--- config.mk ---
export PLATFORM = sky130hd
export DESIGN_NAME = sha256_byte_stream_hasher_core
export DESIGN_NICKNAME = d
export VERILOG_FILES = /design/src/rtl/sbsh_pkg.sv /design/src/rtl/sbsh_msg_sched.sv /design/src/rtl/sbsh_round_unit.sv /design/src/rtl/sha256_byte_stream_hasher_core.sv
export SDC_FILE = /design/constraint.sdc
export NUM_CORES = 2
export LEC_CHECK = 0
export ABC_AREA = 0
export BUFFER_PORTS_ARGS = -buffer_cell sky130_fd_sc_hd__buf_2
export CAP_MARGIN = 20
export CORE_ASPECT_RATIO = 1.5
export CORE_MARGIN = 4
export CORE_UTILIZATION = 50
export CTS_BUF_LIST = sky130_fd_sc_hd__clkbuf_8
export DETAILED_ROUTE_END_ITERATION = 7
export MAX_ROUTING_LAYER = met4
export PLACE_DENSITY_LB_ADDON = 0.15
export SKIP_LAST_GASP = 1
export SLEW_MARGIN = 20
export SYNTH_ARGS = -nofsm -noshare
export SYNTH_HDL_FRONTEND = slang
export SYNTH_SLANG_ARGS = --single-unit
--- constraint.sdc ---
create_clock -name clk -period 19.42 [get_ports clk]
set_clock_uncertainty 0.2 [all_clocks]
set_input_delay 1.942 -clock clk [delete_from_list [all_inputs] [get_ports clk]]
set_output_delay 1.942 -clock clk [all_outputs]
set_load 0.01 [all_outputs]
--- src/rtl/sbsh_pkg.sv ---
// Shared types, constants and functions for the SHA-256 byte stream hasher.
// No dependencies; every other file in rtl/ imports this package.
package sbsh_pkg;

	typedef logic [31:0] word_t;
	typedef logic [0:7][31:0] hash_t;

	typedef struct packed {
		logic       opcode;
		logic [7:0] data_byte;
	} in_item_t;

	typedef struct packed {
		logic [31:0] digest_word;
		logic [2:0]  word_index;
		logic        last_word;
	} out_item_t;

	localparam logic OP_ABSORB = 1'b0;
	localparam logic OP_FINISH = 1'b1;

	localparam logic [7:0] PAD_MARK = 8'h80;

	// Control from the sequencer to the message schedule window.
	typedef struct packed {
		logic       shift;
		logic [7:0] din;
		logic       advance;
	} sched_ctl_t;

	typedef enum logic [5:0] {
		ST_IDLE   = 6'b000001,
		ST_PADZ   = 6'b000010,
		ST_PADLEN = 6'b000100,
		ST_COMP   = 6'b001000,
		ST_FOLD   = 6'b010000,
		ST_OUT    = 6'b100000
	} state_t;

	localparam hash_t H_INIT = '{
		32'h6a09e667, 32'hbb67ae85, 32'h3c6ef372, 32'ha54ff53a,
		32'h510e527f, 32'h9b05688c, 32'h1f83d9ab, 32'h5be0cd19
	};

	localparam word_t ROUND_K [64] = '{
		32'h428a2f98, 32'h71374491, 32'hb5c0fbcf, 32'he9b5dba5,
		32'h3956c25b, 32'h59f111f1, 32'h923f82a4, 32'hab1c5ed5,
		32'hd807aa98, 32'h12835b01, 32'h243185be, 32'h550c7dc3,
		32'h72be5d74, 32'h80deb1fe, 32'h9bdc06a7, 32'hc19bf174,
		32'he49b69c1, 32'hefbe4786, 32'h0fc19dc6, 32'h240ca1cc,
		32'h2de92c6f, 32'h4a7484aa, 32'h5cb0a9dc, 32'h76f988da,
		32'h983e5152, 32'ha831c66d, 32'hb00327c8, 32'hbf597fc7,
		32'hc6e00bf3, 32'hd5a79147, 32'h06ca6351, 32'h14292967,
		32'h27b70a85, 32'h2e1b2138, 32'h4d2c6dfc, 32'h53380d13,
		32'h650a7354, 32'h766a0abb, 32'h81c2c92e, 32'h92722c85,
		32'ha2bfe8a1, 32'ha81a664b, 32'hc24b8b70, 32'hc76c51a3,
		32'hd192e819, 32'hd6990624, 32'hf40e3585, 32'h106aa070,
		32'h19a4c116, 32'h1e376c08, 32'h2748774c, 32'h34b0bcb5,
		32'h391c0cb3, 32'h4ed8aa4a, 32'h5b9cca4f, 32'h682e6ff3,
		32'h748f82ee, 32'h78a5636f, 32'h84c87814, 32'h8cc70208,
		32'h90befffa, 32'ha4506ceb, 32'hbef9a3f7, 32'hc67178f2
	};

	function automatic word_t big_sigma0(input word_t x);
		return {x[1:0], x[31:2]} ^ {x[12:0], x[31:13]} ^ {x[21:0], x[31:22]};
	endfunction

	function automatic word_t big_sigma1(input word_t x);
		return {x[5:0], x[31:6]} ^ {x[10:0], x[31:11]} ^ {x[24:0], x[31:25]};
	endfunction

	function automatic word_t small_sigma0(input word_t x);
		return {x[6:0], x[31:7]} ^ {x[17:0], x[31:18]} ^ {3'b000, x[31:3]};
	endfunction

	function automatic word_t small_sigma1(input word_t x);
		return {x[16:0], x[31:17]} ^ {x[18:0], x[31:19]} ^ {10'b0, x[31:10]};
	endfunction

endpackage

--- src/rtl/sbsh_msg_sched.sv ---
// Block buffer and message schedule: a 16-word window that takes bytes while
// the block fills and slides one word per round during compression. Uses sbsh_pkg.
module sbsh_msg_sched (
	input  logic                clk,
	input  sbsh_pkg::sched_ctl_t ctl,
	output sbsh_pkg::word_t     w_cur
);
	import sbsh_pkg::*;

	logic [511:0] win_q;
	word_t        w_new;

	// The top word is the schedule word of the current round.
	assign w_cur = win_q[511:480];

	assign w_new = small_sigma1(win_q[63:32]) + win_q[223:192]
		+ small_sigma0(win_q[479:448]) + win_q[511:480];

	always_ff @(posedge clk) begin
		if (ctl.shift) begin
			win_q <= {win_q[503:0], ctl.din};
		end else if (ctl.advance) begin
			win_q <= {win_q[479:0], w_new};
		end
	end

endmodule

--- src/rtl/sbsh_round_unit.sv ---
// Shared compression round: holds the working variables a..h and applies one
// SHA-256 round per cycle while advance is high. Uses sbsh_pkg for the round constants and sigmas.
module sbsh_round_unit (
	input  logic            clk,
	input  logic            load,
	input  logic            advance,
	input  logic [5:0]      rnd,
	input  sbsh_pkg::word_t w_cur,
	input  sbsh_pkg::hash_t chain,
	output sbsh_pkg::hash_t work
);
	import sbsh_pkg::*;

	hash_t v_q;
	word_t t1;
	word_t t2;
	word_t ch;
	word_t maj;

	assign ch  = (v_q[4] & v_q[5]) ^ (~v_q[4] & v_q[6]);
	assign maj = (v_q[0] & v_q[1]) ^ (v_q[0] & v_q[2]) ^ (v_q[1] & v_q[2]);
	assign t1  = v_q[7] + big_sigma1(v_q[4]) + ch + ROUND_K[rnd] + w_cur;
	assign t2  = big_sigma0(v_q[0]) + maj;
	assign work = v_q;

	always_ff @(posedge clk) begin
		if (load) begin
			v_q <= chain;
		end else if (advance) begin
			v_q <= '{t1 + t2, v_q[0], v_q[1], v_q[2], v_q[3] + t1, v_q[4], v_q[5], v_q[6]};
		end
	end

endmodule

--- src/rtl/sha256_byte_stream_hasher_core.sv ---
// Top level of the SHA-256 byte stream hasher: sequencer, chaining state,
// length counters and output register. Uses sbsh_pkg, sbsh_msg_sched, sbsh_round_unit.
//
// Usage: the input channel carries one word per item: either a message byte
// to absorb or a finish command. The output channel returns the digest as
// eight 32-bit big-endian words, index 0 first, last_word set on index 7.
// An absorb shifts its byte into the block buffer; the 64th byte of a block also
// starts the 64 rounds of the shared round unit and the fold into the chaining state.
// A finish appends padding one byte per cycle outside compressions, with a turn
// in ST_PADZ before the length bytes, runs one compression, or two when the
// padding spills into a second block, then loads the eight digest words into
// the output register one per cycle while the receiver does not stall.
// in_stall is high whenever the sequencer is busy; it drops once the last
// digest word is in the output register, so the next message can start while
// that word still waits. A stall on the output holds the word and the
// sequencer. Reset clears the sequencer and loads the initial hash values;
// the block is then ready for a new message, as it is after every finish.
module sha256_byte_stream_hasher_core (
	input  logic                 clk,
	input  logic                 arst_n,
	input  logic                 in_valid,
	output logic                 in_stall,
	input  sbsh_pkg::in_item_t   in_data,
	output logic                 out_valid,
	input  logic                 out_stall,
	output sbsh_pkg::out_item_t  out_data
);
	import sbsh_pkg::*;

	state_t     state_q;
	state_t     ret_q;
	logic [5:0] fill_q;
	logic [5:0] rnd_q;
	logic [2:0] len_idx_q;
	logic [2:0] oidx_q;
	logic [63:0] bits_q;
	logic [63:0] total_q;
	hash_t      chain_q;
	hash_t      work;
	word_t      w_cur;
	sched_ctl_t sched_ctl;
	logic       go_comp;
	logic       out_valid_q;
	out_item_t  out_q;
	logic       out_load;

	assign in_stall  = (state_q != ST_IDLE);
	assign out_valid = out_valid_q;
	assign out_data  = out_q;
	assign out_load  = (state_q == ST_OUT) && (!out_valid_q || !out_stall);

	always_comb begin
		sched_ctl = '0;
		go_comp   = 1'b0;
		case (state_q)
			ST_IDLE: begin
				if (in_valid) begin
					sched_ctl.shift = 1'b1;
					sched_ctl.din   = (in_data.opcode == OP_FINISH) ? PAD_MARK
						: in_data.data_byte;
					go_comp = (fill_q == 6'd63);
				end
			end
			ST_PADZ: begin
				if (fill_q != 6'd56) begin
					sched_ctl.shift = 1'b1;
					go_comp = (fill_q == 6'd63);
				end
			end
			ST_PADLEN: begin
				sched_ctl.shift = 1'b1;
				sched_ctl.din   = total_q[63:56];
				go_comp = (len_idx_q == 3'd7);
			end
			ST_COMP: begin
				sched_ctl.advance = 1'b1;
			end
			default: begin
			end
		endcase
	end

	sbsh_msg_sched u_sched (
		.clk   (clk),
		.ctl   (sched_ctl),
		.w_cur (w_cur)
	);

	sbsh_round_unit u_round (
		.clk     (clk),
		.load    (go_comp),
		.advance (sched_ctl.advance),
		.rnd     (rnd_q),
		.w_cur   (w_cur),
		.chain   (chain_q),
		.work    (work)
	);

	always_ff @(posedge clk or negedge arst_n) begin
		if (!arst_n) begin
			state_q   <= ST_IDLE;
			ret_q     <= ST_IDLE;
			fill_q    <= '0;
			rnd_q     <= '0;
			len_idx_q <= '0;
			oidx_q    <= '0;
			bits_q    <= '0;
			total_q   <= '0;
			chain_q   <= H_INIT;
		end else begin
			case (state_q)
				ST_IDLE: begin
					if (in_valid) begin
						fill_q <= fill_q + 6'd1;
						if (in_data.opcode == OP_FINISH) begin
							total_q <= bits_q + {55'b0, fill_q, 3'b000};
						end
						if (go_comp) begin
							ret_q   <= (in_data.opcode == OP_FINISH) ? ST_PADZ : ST_IDLE;
							state_q <= ST_COMP;
						end else if (in_data.opcode == OP_FINISH) begin
							state_q <= ST_PADZ;
						end
					end
				end
				ST_PADZ: begin
					if (fill_q == 6'd56) begin
						len_idx_q <= '0;
						state_q   <= ST_PADLEN;
					end else begin
						fill_q <= fill_q + 6'd1;
						if (go_comp) begin
							ret_q   <= ST_PADZ;
							state_q <= ST_COMP;
						end
					end
				end
				ST_PADLEN: begin
					fill_q    <= fill_q + 6'd1;
					total_q   <= {total_q[55:0], 8'h00};
					len_idx_q <= len_idx_q + 3'd1;
					if (go_comp) begin
						ret_q   <= ST_OUT;
						state_q <= ST_COMP;
					end
				end
				ST_COMP: begin
					rnd_q <= rnd_q + 6'd1;
					if (rnd_q == 6'd63) begin
						state_q <= ST_FOLD;
					end
				end
				ST_FOLD: begin
					for (int i = 0; i < 8; i++) begin
						chain_q[i] <= chain_q[i] + work[i];
					end
					if (ret_q == ST_IDLE) begin
						bits_q <= bits_q + 64'd512;
					end
					oidx_q  <= '0;
					state_q <= ret_q;
				end
				ST_OUT: begin
					if (out_load) begin
						oidx_q <= oidx_q + 3'd1;
						if (oidx_q == 3'd7) begin
							// Message done: back to the initial state.
							chain_q <= H_INIT;
							bits_q  <= '0;
							fill_q  <= '0;
							state_q <= ST_IDLE;
						end
					end
				end
				default: begin
					state_q <= ST_IDLE;
				end
			endcase
		end
	end

	always_ff @(posedge clk or negedge arst_n) begin
		if (!arst_n) begin
			out_valid_q <= 1'b0;
		end else if (out_load) begin
			out_valid_q <= 1'b1;
		end else if (!out_stall) begin
			out_valid_q <= 1'b0;
		end
	end

	always_ff @(posedge clk) begin
		if (out_load) begin
			out_q.digest_word <= chain_q[oidx_q];
			out_q.word_index  <= oidx_q;
			out_q.last_word   <= (oidx_q == 3'd7);
		end
	end

`ifndef NO_ASSERTIONS
	a_out_only_from_out_state: assert property (@(posedge clk) disable iff (!arst_n)
		$rose(out_valid_q) |-> $past(state_q == ST_OUT))
		else $error("digest word appeared outside the output phase");

	a_comp_starts_at_round0: assert property (@(posedge clk) disable iff (!arst_n)
		go_comp |=> (state_q == ST_COMP) && (rnd_q == 6'd0))
		else $error("compression did not start at round zero");

	a_fold_with_empty_buffer: assert property (@(posedge clk) disable iff (!arst_n)
		(state_q == ST_FOLD) |-> (fill_q == 6'd0))
		else $error("block buffer count not wrapped at fold");
`endif

endmodule
==> summary.txt <==
Place
  – Hpwl dp: 198400 µm
  – Area post-placement: 80910 µm²
  – Input/output buffers: 50
  – Routability cong.: 1.042
  – Pre-CTS setup slack: 9.263 ns

Setup path
  – Crit. End Element: flop
  – Most used cell, CP: o21ai_0
  – CP required: 19.90 ns
  – CP Max Fanout: 13
  – Register-to-Register Path Depth: 39
  – Critical R2R Capture: u_round.work[255]
  – Critical Path Max Stage Delay: 0.86 ns
  – Worst Path Arrival: 10.78 ns
  – R2R setup slack: 9.12 ns
  – Slowest CP cell: ha_1
  – Worst r2r src: rnd_q[0]
  – Kind of critical path: flop to flop
  – Crit path launch type: flop

Finish
  – Nets@finish: 8946
  – Multi-input logic area: 41800 µm²
  – Design area: 84740 µm²
  – Area grow syn2layout: 7.396%
  – Fillers: 14360
  – Core Util, Final: 54.04%
  – Share of cells above drive strength 1: 8.496%
  – Sequential Area: 34370 µm²

Logic synthesis
  – Synth top area share: 30.60%
  – Main area contributors after synthesis: edfxtp_1 31%, nand2_1 12%, dfrtp_1 8.3%
  – Mapped Cells: 8468
  – Synthesis-stage register bit count: 1205
  – Number of synthesis warnings: 0
  – Largest family of logic cells by synthesized area: simple AND/OR/NAND/NOR gates
  – Simple-gate portion of the synthesized area: 17.94%
  – Syn_area_per_cell: 9.317 µm²
  – Synth Area in Adders: 11.52%
  – Mux cell area share after synthesis: 3.681%
  – Mapped cell area: 78900 µm²
  – EDFF count, synth: 804
  – Yosys top cell by area: edfxtp_1
  – Post-synthesis async set-or-reset flop share: 33.28%
  – Leading register cell type out of synthesis: edfxtp_1
  – Synth Area in XOR/XNOR: 6.894%
  – Netlist cell types: 97
  – Seq/Total Area, Yosys: 43.54%
  – Synth cell count leaders: 2476 x nand2_1, 804 x edfxtp_1, 511 x o21ai_0
  – Top-count cell post-synth: nand2_1
  – Synth Area in Compound Gates: 12.79%
  – Syn nets: 9073

Route
  – Vias per cell: 5.920
  – Vias: 62660
  – Post-route ant nets: 0
  – Detailed Route Iter0 Violations: 5163
  – Drt total wl: 270200 µm
  – DR DRC count: 0
  – DRT Pass-1 Iters: 6
  – Drt wl/cell: 25.53 µm

STA
  – Fin. Hold Viols: 0
  – Fin crit period: 10.30 ns
  – Worst setup margin: 9.120 ns
  – Final Max Tran Viols: 0
  – Final TNS setup: 0 ns
  – Max Clk Rate: 97.09 MHz
  – Worst slew pin tran: 1.240 ns
  – Worst slew margin: 17.18%
  – Unrepaired setup endpoints after global routing: false
  – Setup violators final: 0
  – Period utilization: 53.04%

CTS
  – CTS clk-pin slew, worst paths: 0.07 ns
  – CTS tree: built
  – Post-CTS setup buffers: 0
  – CTS buffer count: 195
  – CTS Hold Bufs: 0
  – Worst-Skew Late Latency: 0.97 ns
  – Gates resized, CTS repair: 0
  – H-tree depth: 4
  – Bufs on Longest Clock Path: 3
  – Clk root buf: clkbuf_8
  – CTS sink cnt: 1205

Hold path
  – WHS Endpoint: total_q[35]
  – Min-delay src: total_q[35]
  – Worst Hold Path Cells: 2
  – Min-Delay Path Class: flop to flop

Run
  – Max-cap viol count: 0

Floorplanning
  – FP Rows: 178
  – Die Ht: 494.5 µm
  – Die footprint: 164400 µm²
  – I/O pin cnt: 51
  – Core area: 156800 µm²
  – Die Wd: 332.3 µm
  – Initial core utilization: 50.32%

Global routing
  – Remaining global-route overflow: 0
  – GRT Total Usage: 33.20%
  – Initial antenna violation count: 7
  – Vias in the first global route: 63050
  – Largest net degree at the start of global routing: 273
  – First-pass GRT wire length: 397400 µm

Status
  – Status: finished clean
[worst max path at each step]
| stage | start | end | slack [ns] | cells past startpoint |
|---|---|---|---|---|
| 3_3_place_gp | rnd_q[0] | u_round.work[255] | 9.33 | 39 |
| 6_report | rnd_q[0] | u_round.work[255] | 9.12 | 39 |
| 2_1_floorplan | in_valid | u_sched.win_q[0] | 4.62 | 3 |
| 4_1_cts | rnd_q[0] | u_round.work[255] | 9.26 | 39 |
| 5_1_grt | rnd_q[0] | u_round.work[255] | 8.40 | 39 |
| 3_5_place_dp | rnd_q[0] | u_round.work[255] | 9.26 | 39 |
[final cells by class]
class | instances | area share, %
well taps | 2070 | 3.057
repair buffers | 147 | 1.317
multi-input cells | 6500 | 49.33
inverters | 292 | 1.294
clock buffers | 216 | 3.508
diodes | 4 | 0.01181
flip-flops and latches | 1205 | 40.56
clock inverters | 150 | 0.9244
[sequential cells by signal, indices dropped and copies added, names as in the netlist]
| signal | count |
|---|---|
| fill_q | 6 |
| out_data | 36 |
| state_q | 6 |
| out_valid | 1 |
| u_round.work | 256 |
| total_q | 62 |
| ret_q | 3 |
| u_sched.win_q | 512 |
| chain_q | 256 |
| oidx_q | 3 |
| rnd_q | 6 |
| len_idx_q | 3 |
| bits_q | 55 |
[cells by family after synthesis]
family	after synthesis
AO/OA/AOI/OAI	1637
XOR/XNOR	621
adder cells (fa/ha/maj)	614
buffers and inverters	763
flip-flops	1205
multiplexers	201
AND/OR/NAND/NOR	3427
[layer usage]
| metal | track usage (%) | vias up | routed length (µm) |
|---|---|---|---|
| li1 | - | 29020 | - |
| met1 | 33.96 | 30610 | 93730 |
| met2 | 56.92 | 2137 | 135700 |
| met3 | 4.346 | 891 | 12910 |
| met4 | 27.46 | 0 | 27820 |
| met5 | - | - | 0 |
[critical path, delay by kind of cell, from the launching register on]
family	cells	cell delay, ns
adder cells (fa/ha/maj)	8	3.70
AND/OR/NAND/NOR	6	1.21
AO/OA/AOI/OAI	18	3.31
XOR/XNOR	3	0.67
buffers and inverters	4	0.61
flip-flops	1	0.35
[per-stage QoR]
stage	hold slack [ns]	cells
2_1_floorplan	0.2442	8468
3_3_place_gp	0.2649	10210
3_5_place_dp	0.2680	10210
4_1_cts	0.2847	10580
5_1_grt	0.3171	10580
6_report	0.2817	10580
[cell usage in the layout, fill, tap and decap left out, types with 42 or more instances in the layout]
cell / count
a211oi_1: 46
inv_1: 380
nand2b_1: 50
nand3_1: 168
edfxtp_1: 804
o21ai_0: 511
buf_2: 49
dfrtp_1: 257
o31ai_1: 42
mux2_2: 63
clkbuf_8: 216
o21a_1: 47
a21o_1: 185
nand2_1: 2472
fa_1: 195
and3_1: 64
buf_4: 88
a31oi_1: 61
dfstp_2: 138
nor3_1: 135
xnor2_1: 412
nor2_1: 332
mux2i_1: 73
mux4_2: 65
xor2_1: 209
a21oi_1: 452
ha_1: 397
Power is not shown: default switching activity piles up to over one toggle a cycle in this logic, so the estimate is an artifact.
